<file path="src/sv/bab_pkg.sv">
`timescale 1ns / 1ps
`default_nettype none
// ----------------------------------------------------------------------------
// bab_pkg
// Shared types and constants of the block allocation bitmap.
// ----------------------------------------------------------------------------
package bab_pkg;

	localparam int MAX_BLOCKS = 256;
	localparam int ROW_W      = 32;
	localparam int ROWS       = MAX_BLOCKS / ROW_W;
	localparam int ROW_AW     = $clog2(ROWS);
	localparam int BIT_AW     = $clog2(ROW_W);
	localparam int CNT_W      = $clog2(MAX_BLOCKS + 1);
	localparam int CFG_W      = 9;
	localparam int FREE_W     = 16;

	localparam logic [7:0] USER_MAX = 8'h0F;

	localparam logic [1:0] REG_BLOCK_COUNT  = 2'd0;
	localparam logic [1:0] REG_DIR_BLOCKS   = 2'd1;
	localparam logic [1:0] REG_BLOCK_FACTOR = 2'd2;

	typedef enum logic [1:0] {
		MODE_REBUILD = 2'd0,
		MODE_RECORD  = 2'd1,
		MODE_ALLOC   = 2'd2,
		MODE_NONE    = 2'd3
	} mode_t;

	typedef enum logic [1:0] {
		ST_OK        = 2'd0,
		ST_ILLEGAL   = 2'd1,
		ST_DUPLICATE = 2'd2,
		ST_FULL      = 2'd3
	} status_t;

	typedef struct packed {
		logic [1:0] mode;
		logic [7:0] user_code;
		logic [7:0] block_number;
	} cmd_t;

	typedef struct packed {
		logic [7:0]        block_out;
		logic [1:0]        status;
		logic [FREE_W-1:0] free_space;
	} rsp_t;

	typedef struct packed {
		logic load;
		logic rebuild_wr;
		logic rd;
		logic rec_upd;
		logic alloc_upd;
		logic row_inc;
		logic calc;
		logic out_load;
	} dp_cmd_t;

	typedef struct packed {
		mode_t mode;
		logic  last_row;
		logic  found;
		logic  out_busy;
	} dp_sts_t;

endpackage

`default_nettype wire

</file>
<file path="src/sv/bab_ctrl.sv">
`timescale 1ns / 1ps
`default_nettype none
// ----------------------------------------------------------------------------
// bab_ctrl
// Sequencer that steps the datapath through rebuild, record and allocate.
// ----------------------------------------------------------------------------
module bab_ctrl import bab_pkg::*; (
	input  wire logic    clk,
	input  wire logic    arst_n,
	input  wire logic    cmd_valid,
	output logic         cmd_ready,
	input  wire dp_sts_t sts,
	output dp_cmd_t      ctl
);

	typedef enum logic [2:0] {
		S_IDLE,
		S_DISPATCH,
		S_REBUILD,
		S_READ,
		S_EVAL,
		S_CALC,
		S_RESP
	} state_t;

	state_t state_q;
	state_t state_d;

	always_comb begin
		ctl     = '0;
		state_d = state_q;
		case (state_q)
			S_IDLE: begin
				if (cmd_valid) begin
					ctl.load = 1'b1;
					state_d  = S_DISPATCH;
				end
			end
			S_DISPATCH: begin
				case (sts.mode)
					MODE_REBUILD: state_d = S_REBUILD;
					MODE_RECORD:  state_d = S_READ;
					MODE_ALLOC:   state_d = S_READ;
					default:      state_d = S_CALC;
				endcase
			end
			S_REBUILD: begin
				ctl.rebuild_wr = 1'b1;
				ctl.row_inc    = 1'b1;
				if (sts.last_row) begin
					state_d = S_CALC;
				end
			end
			S_READ: begin
				ctl.rd  = 1'b1;
				state_d = S_EVAL;
			end
			S_EVAL: begin
				if (sts.mode == MODE_RECORD) begin
					ctl.rec_upd = 1'b1;
					state_d     = S_CALC;
				end else begin
					ctl.alloc_upd = 1'b1;
					if (sts.found || sts.last_row) begin
						state_d = S_CALC;
					end else begin
						ctl.row_inc = 1'b1;
						state_d     = S_READ;
					end
				end
			end
			S_CALC: begin
				ctl.calc = 1'b1;
				state_d  = S_RESP;
			end
			S_RESP: begin
				if (!sts.out_busy) begin
					ctl.out_load = 1'b1;
					state_d      = S_IDLE;
				end
			end
			default: state_d = S_IDLE;
		endcase
	end

	always_ff @(posedge clk or negedge arst_n) begin
		if (!arst_n) begin
			state_q <= S_IDLE;
		end else begin
			state_q <= state_d;
		end
	end

	assign cmd_ready = (state_q == S_IDLE);

endmodule

`default_nettype wire

</file>
<file path="src/sv/bab_datapath.sv">
`timescale 1ns / 1ps
`default_nettype none
// ----------------------------------------------------------------------------
// bab_datapath
// Bitmap row memory, used-block count, configuration and result registers.
// ----------------------------------------------------------------------------
module bab_datapath import bab_pkg::*; (
	input  wire logic             clk,
	input  wire logic             arst_n,
	input  wire cmd_t             cmd,
	input  wire dp_cmd_t          ctl,
	output dp_sts_t               sts,
	input  wire logic             cfg_we,
	input  wire logic [1:0]       cfg_index,
	input  wire logic [CFG_W-1:0] cfg_data,
	output logic                  rsp_valid,
	input  wire logic             rsp_ready,
	output rsp_t                  rsp
);

	logic [CNT_W-1:0]  block_count_q;
	logic [7:0]        dir_blocks_q;
	logic [7:0]        block_factor_q;

	mode_t             mode_q;
	logic [7:0]        user_q;
	logic [7:0]        blk_q;
	logic [ROW_AW-1:0] row_q;
	logic [CNT_W-1:0]  used_q;
	logic [7:0]        block_out_q;
	status_t           status_q;
	logic [FREE_W-1:0] free_q;

	logic [ROW_W-1:0]  map_q [ROWS];
	logic [ROWS-1:0]   row_vld_q;
	logic [ROW_W-1:0]  rd_data_q;
	logic              rd_ok_q;

	logic              rsp_vld_q;
	rsp_t              rsp_q;

	logic [CNT_W-1:0]  n_eff;
	logic [CNT_W-1:0]  d_eff;
	logic [ROW_W-1:0]  row_cur;
	logic [ROW_W-1:0]  dir_mask;
	logic [ROW_W-1:0]  elig;
	logic [BIT_AW-1:0] first_idx;
	logic              found;
	logic [ROW_AW-1:0] blk_row;
	logic [BIT_AW-1:0] blk_bit;
	logic              rec_skip;
	logic              rec_illegal;
	logic              rec_dup;
	logic              rec_wr;
	logic              alloc_wr;
	logic              mem_we;
	logic [ROW_AW-1:0] rd_addr;
	logic [ROW_AW-1:0] wr_addr;
	logic [ROW_W-1:0]  wr_data;
	logic [CNT_W-1:0]  free_blocks;
	logic [CNT_W+7:0]  product;

	assign n_eff = (block_count_q > CNT_W'(MAX_BLOCKS)) ? CNT_W'(MAX_BLOCKS) : block_count_q;
	assign d_eff = ({1'b0, dir_blocks_q} > n_eff) ? n_eff : {1'b0, dir_blocks_q};

	assign blk_row = blk_q[ROW_AW+BIT_AW-1:BIT_AW];
	assign blk_bit = blk_q[BIT_AW-1:0];
	assign row_cur = rd_ok_q ? rd_data_q : '0;

	always_comb begin
		for (int b = 0; b < ROW_W; b++) begin
			dir_mask[b] = ({row_q, BIT_AW'(b)} < d_eff);
			elig[b]     = !row_cur[b] && ({row_q, BIT_AW'(b)} < n_eff);
		end
	end

	always_comb begin
		first_idx = '0;
		for (int b = ROW_W - 1; b >= 0; b--) begin
			if (elig[b]) begin
				first_idx = BIT_AW'(b);
			end
		end
	end

	assign found = |elig;

	assign rec_skip    = (user_q > USER_MAX) || (blk_q == 8'd0);
	assign rec_illegal = ({1'b0, blk_q} >= n_eff);
	assign rec_dup     = row_cur[blk_bit];
	assign rec_wr      = ctl.rec_upd && !rec_skip && !rec_illegal && !rec_dup;
	assign alloc_wr    = ctl.alloc_upd && found;
	assign mem_we      = ctl.rebuild_wr || rec_wr || alloc_wr;

	assign rd_addr = (mode_q == MODE_RECORD) ? blk_row : row_q;
	assign wr_addr = rd_addr;

	always_comb begin
		if (ctl.rebuild_wr) begin
			wr_data = dir_mask;
		end else if (ctl.rec_upd) begin
			wr_data = row_cur | (ROW_W'(1) << blk_bit);
		end else begin
			wr_data = row_cur | (ROW_W'(1) << first_idx);
		end
	end

	assign free_blocks = (n_eff > used_q) ? (n_eff - used_q) : '0;
	assign product     = free_blocks * block_factor_q;

	always_ff @(posedge clk) begin
		if (mem_we) begin
			map_q[wr_addr] <= wr_data;
		end
		if (ctl.rd) begin
			rd_data_q <= map_q[rd_addr];
			rd_ok_q   <= row_vld_q[rd_addr];
		end
	end

	always_ff @(posedge clk or negedge arst_n) begin
		if (!arst_n) begin
			row_vld_q      <= '0;
			used_q         <= '0;
			block_count_q  <= CNT_W'(MAX_BLOCKS);
			dir_blocks_q   <= 8'd2;
			block_factor_q <= 8'd8;
			rsp_vld_q      <= 1'b0;
		end else begin
			if (mem_we) begin
				row_vld_q[wr_addr] <= 1'b1;
			end
			if (ctl.rebuild_wr) begin
				used_q <= d_eff;
			end else if (rec_wr || alloc_wr) begin
				used_q <= used_q + CNT_W'(1);
			end
			if (cfg_we) begin
				case (cfg_index)
					REG_BLOCK_COUNT:  block_count_q  <= cfg_data[CNT_W-1:0];
					REG_DIR_BLOCKS:   dir_blocks_q   <= cfg_data[7:0];
					REG_BLOCK_FACTOR: block_factor_q <= cfg_data[7:0];
					default: ;
				endcase
			end
			if (ctl.out_load) begin
				rsp_vld_q <= 1'b1;
			end else if (rsp_ready) begin
				rsp_vld_q <= 1'b0;
			end
		end
	end

	always_ff @(posedge clk) begin
		if (ctl.load) begin
			mode_q      <= mode_t'(cmd.mode);
			user_q      <= cmd.user_code;
			blk_q       <= cmd.block_number;
			row_q       <= '0;
			block_out_q <= '0;
			status_q    <= ST_OK;
		end else begin
			if (ctl.row_inc) begin
				row_q <= row_q + ROW_AW'(1);
			end
			if (ctl.rec_upd && !rec_skip) begin
				if (rec_illegal) begin
					status_q <= ST_ILLEGAL;
				end else if (rec_dup) begin
					status_q <= ST_DUPLICATE;
				end
			end
			if (alloc_wr) begin
				block_out_q <= {row_q, first_idx};
			end else if (ctl.alloc_upd && sts.last_row) begin
				status_q <= ST_FULL;
			end
		end
		if (ctl.calc) begin
			free_q <= (product > (CNT_W+8)'(16'hFFFF)) ? 16'hFFFF : product[FREE_W-1:0];
		end
		if (ctl.out_load) begin
			rsp_q.block_out  <= block_out_q;
			rsp_q.status     <= status_q;
			rsp_q.free_space <= free_q;
		end
	end

	assign sts.mode     = mode_q;
	assign sts.last_row = (row_q == ROW_AW'(ROWS - 1));
	assign sts.found    = found;
	assign sts.out_busy = rsp_vld_q && !rsp_ready;

	assign rsp_valid = rsp_vld_q;
	assign rsp       = rsp_q;

endmodule

`default_nettype wire

</file>
<file path="src/sv/block_allocation_bitmap.sv">
`timescale 1ns / 1ps
`default_nettype none
// ----------------------------------------------------------------------------
// block_allocation_bitmap
// One-bit-per-block allocation map with used-block count and free space.
//
//   channel | signals                        | moves
//   cmd     | cmd_valid, cmd_ready, cmd      | one operation request
//   rsp     | rsp_valid, rsp_ready, rsp      | one result per request
//   cfg     | cfg_we, cfg_index, cfg_data    | register write, no wait
//
// Rebuild writes every 32-block row, record reads and evaluates one row,
// allocate reads and evaluates rows until a free block or the last row,
// an unknown mode skips the map; all then compute free space and respond.
// The map lives in a 32-bit-wide row memory. Reset marks all rows invalid
// (all free) at once. A held result stalls the next result and the next acceptance.
// ----------------------------------------------------------------------------
module block_allocation_bitmap import bab_pkg::*; (
	input  wire logic             clk,
	input  wire logic             arst_n,
	input  wire logic             cmd_valid,
	output logic                  cmd_ready,
	input  wire cmd_t             cmd,
	output logic                  rsp_valid,
	input  wire logic             rsp_ready,
	output rsp_t                  rsp,
	input  wire logic             cfg_we,
	input  wire logic [1:0]       cfg_index,
	input  wire logic [CFG_W-1:0] cfg_data
);

	dp_cmd_t ctl;
	dp_sts_t sts;

	bab_ctrl u_ctrl (
		.clk       (clk),
		.arst_n    (arst_n),
		.cmd_valid (cmd_valid),
		.cmd_ready (cmd_ready),
		.sts       (sts),
		.ctl       (ctl)
	);

	bab_datapath u_datapath (
		.clk       (clk),
		.arst_n    (arst_n),
		.cmd       (cmd),
		.ctl       (ctl),
		.sts       (sts),
		.cfg_we    (cfg_we),
		.cfg_index (cfg_index),
		.cfg_data  (cfg_data),
		.rsp_valid (rsp_valid),
		.rsp_ready (rsp_ready),
		.rsp       (rsp)
	);

	a_full_no_block: assert property (@(posedge clk) disable iff (!arst_n)
		(rsp_valid && rsp.status == ST_FULL) |-> (rsp.block_out == 8'd0))
		else $error("full result carries a block number");

	a_one_map_update: assert property (@(posedge clk) disable iff (!arst_n)
		$onehot0({ctl.rebuild_wr, ctl.rec_upd, ctl.alloc_upd}))
		else $error("more than one map update at once");

	a_busy_after_accept: assert property (@(posedge clk) disable iff (!arst_n)
		(cmd_valid && cmd_ready) |=> !cmd_ready)
		else $error("second transaction accepted while busy");

	a_no_overwrite: assert property (@(posedge clk) disable iff (!arst_n)
		ctl.out_load |-> !sts.out_busy)
		else $error("result register overwritten while held");

endmodule

`default_nettype wire
</file>
<file path="config.mk">
export PLATFORM = sky130hd
export DESIGN_NAME = block_allocation_bitmap
export DESIGN_NICKNAME = d
export VERILOG_FILES = /design/src/sv/bab_pkg.sv /design/src/sv/bab_ctrl.sv /design/src/sv/bab_datapath.sv /design/src/sv/block_allocation_bitmap.sv
export SDC_FILE = /design/constraint.sdc
export NUM_CORES = 1
export LEC_CHECK = 0
export ABC_AREA = 0
export BUFFER_PORTS_ARGS = -buffer_cell sky130_fd_sc_hd__buf_4
export CAP_MARGIN = 5
export CORE_UTILIZATION = 40
export DETAILED_ROUTE_END_ITERATION = 8
export SYNTH_ARGS = -nofsm -noshare
export SYNTH_HDL_FRONTEND = slang
export SYNTH_HIERARCHICAL = 1
export SYNTH_SLANG_ARGS = --single-unit
</file>
<file path="constraint.sdc">
create_clock -name clk -period 10.4 [get_ports clk]
set_clock_uncertainty 0.2 [all_clocks]
set_input_delay 2.08 -clock clk [delete_from_list [all_inputs] [get_ports clk]]
set_output_delay 2.08 -clock clk [all_outputs]
set_load 0.005 [all_outputs]
</file>
==> flow_summary.toml <==
[sta]
slew_violations = 0
fmax_ghz = 0.116
layout_worst_path_cycle_share = 0.827
slew_headroom = 0.248
finalHoldViolCount = 0
rsz0062_at_grt = "false"
tns_ps = 0
finalCriticalPeriod_ps = 8600
tightest_slew_ps = 1120
finalSetupViolCount = 0

[clock_network]
post_cts_buffers = 0
cts_buffers = 42
cts.sinks = 404
cts.clk_slew.worst_paths_ps = 60
cts_tree = "yes"
insertion_delay_ps = 590
htree_levels = 2
postCtsHoldBufs = 0
cts_resized = 0
root_buffer = "clkbuf_16"
cts_buffer_depth = 3

[setup_path]
cp_data_arrival_time_ps = 8710
critPathRequiredTime_ps = 10510
cp_slowest_stage_delay_ps = 950
worstSetupStartpointType = "register"
end_kind = "register"
crit_cells = 29
cpMaxStageDelayCell = "dfstp_2"
ff2ff_path_depth = 29
cp_top_family = "adder cells"
worst-path-max-fanout = 43
cp.buffers_inverters = 7
path_class = "reg -> reg"

[placement]
dpl.hpwl_um = 39400
dpl_cell_area_um2 = 22000
place.gp.congestion = 0.930
io_buffers = 57

[power]
seq_power_share = 0.333
combPwrFrac = 0.487
switching_share = 0.411
clockPowerShare = 0.180
p_switching_mw = 3.21
irDropWorstVdd_uv = 258
p_leak_nw = 8.55
p_per_area_nw_per_um2 = 335
internal_power_mw = 4.60

[synthesis]
ys_seq_area_frac = 0.564
async_flop_share = 0.114
synth-edff-count = 345
synthFlopType = "edfxtp_1"
synthesis.nets = 1819
ys_ff_latch = 404
yosysWarnings = 6
syn-cell-area_um2 = 20900
netlist-cell-type-count = 94
synth_cells = 1669
synth_area_per_cell_um2 = 12.5

[worst_hold_path]
holdPathStages = 0
hold_path_class = "reg -> reg"

[floorplan]
initial_core_util = 0.406
dieArea_um2 = 53100
die_h_um = 230
row_count = 83
io_pins = 62
coreArea_um2 = 51400
dieWidth_um = 230

[final_layout]
antennaDiodeCount = 0
fillers = 4666
final_common_cell = "edfxtp_1"
fin_nets = 1859
mostFrequentLayoutCells = "345 x edfxtp_1, 126 x nand2_1, 105 x a22oi_1"
area_growth_pct = 11.8
drive_above_1_share = 0.134
fin_area_um2 = 23300

[detailed_routing]
drcViolationCount = 0
routed_via_density = 6.00
ant_nets = 0
wire_per_inst_um = 24.3
wirelength_um = 58800
num_vias = 14503
drtIter0Drc = 1464
dr.pass1.iters = 5

[grt]
antenna_found_initial = 0
grt_pass1_vias = 14151
grt.total_usage = 0.222
grt_max_degree = 51
grt.overflow.total = 0
grt_pass1_wl_um = 88300

[run]
cap_violations = 0

[run_status]
run_status = "completed"
## area by class of cell
class	instances	area, µm²	area share
Clock inverter	18	174	0.00746
Tap cell	680	851	0.0365
Timing Repair Buffer	88	661	0.0283
Sequential cell	404	11800	0.505
Clock buffer	54	1110	0.0474
Multi-Input combinational cell	1089	8440	0.362
Inverter	84	315	0.0135
## registers in the layout, summed over array words and instances, names as in the netlist
| register | cells |
|---|---|
| u_datapath/block_count_q | 9 |
| u_ctrl/state_q | 3 |
| u_datapath/row_q | 3 |
| u_datapath/map_q | 256 |
| u_datapath/rd_data_q | 32 |
| u_datapath/used_q | 9 |
| u_datapath/blk_q | 8 |
| u_datapath/user_q | 4 |
| u_datapath/status_q | 2 |
| u_datapath/rsp_valid | 1 |
| u_datapath/rsp | 26 |
| u_datapath/dir_blocks_q | 8 |
| u_datapath/row_vld_q | 8 |
| u_datapath/mode_q | 2 |
| u_datapath/block_factor_q | 8 |
| u_datapath/free_q | 16 |
| u_datapath/rd_ok_q | 1 |
| u_datapath/block_out_q | 8 |
## cells by family (layout without fill, tap and decap cells)
logic type               count (synthesis)  after routing  share of synthesized area
AND/OR/NAND/NOR                        456            456                      0.121
AO/OA/AOI/OAI                          434            434                      0.150
flip-flops                             404            404                      0.564
buffers and inverters                  176            244                     0.0343
adder cells (fa/ha/maj)                116            116                     0.0850
multiplexers                            60             60                     0.0354
XOR/XNOR                                23             23                    0.00965
## metal layers
layer / up-vias / wire length [µm] / global-route usage
met5: - / 0 / 0
met2: 593 / 26800 / 0.348
li1: 6511 / - / -
met1: 7301 / 26000 / 0.314
met4: 0 / 1510 / 0.0689
met3: 98 / 4450 / 0.0362
## worst paths after layout
| kind | start | endpoint | slack (ps) |
|---|---|---|---|
| max | u_datapath/block_count_q[8] | u_datapath/free_q[4] | 1800 |
| min | u_datapath/free_q[6] | u_datapath/rsp[6] | 220 |
| max reg2reg | u_datapath/block_count_q[8] | u_datapath/free_q[4] | 1800 |
| min reg2reg | u_datapath/free_q[6] | u_datapath/rsp[6] | 220 |
| max in group asynchronous | arst_n | u_datapath/block_count_q[0] | 8250 |
| min in group asynchronous | arst_n | u_datapath/used_q[7] | 1320 |
## Yosys cell counts, types with 15 or more instances
master	count	area share
edfxtp_1	345	0.50
nand2_1	126	0.023
a22oi_1	105	0.038
inv_1	83	0.015
o21ai_0	75	0.018
ha_1	73	0.044
clkbuf_1	61	0.011
and3_1	46	0.014
nor2_1	44	0.0079
dfrtp_1	43	0.052
fa_1	43	0.041
a21oi_1	41	0.0098
and2_1	33	0.0099
nand4_1	33	0.0099
mux2_2	31	0.017
nand2b_1	31	0.0093
nand3_1	26	0.0062
mux2i_1	21	0.010
o221ai_1	21	0.0088
o211ai_1	19	0.0068
a221oi_1	17	0.0071
buf_2	17	0.0041
nor3_1	17	0.0041
a21o_1	15	0.0054
nor2b_1	15	0.0045
## worst register-to-register path: cells and delay by family (launching register included)
kind                     cells  cell delay [ps]
AO/OA/AOI/OAI               11             2200
flip-flops                   1              950
buffers and inverters        7             1170
adder cells (fa/ha/maj)      6             2270
AND/OR/NAND/NOR              5             1520
## metrics by stage
step	hold slack, ps	cells	setup slack, ps	total power, mW	util
2_1_floorplan	200	1669	2990	5.31	-
3_3_place_gp	203	2345	2000	6.34	0.429
3_5_place_dp	206	2345	1880	6.41	0.429
4_1_cts	219	2417	1860	7.85	0.454
5_1_grt	221	2417	1220	8.41	0.454
6_report	217	2417	1800	7.81	0.454
## power by group through the flow
stage	registers (mW)	logic [mW]	clock network, mW
final	2.60	3.80	1.41
after global routing	2.63	4.27	1.50
after CTS	2.60	3.81	1.45
after detailed placement	2.63	3.78	0
after global placement	2.62	3.72	0
after floorplan	2.50	2.81	0
Note: power is estimated with default switching activity, not from simulation.
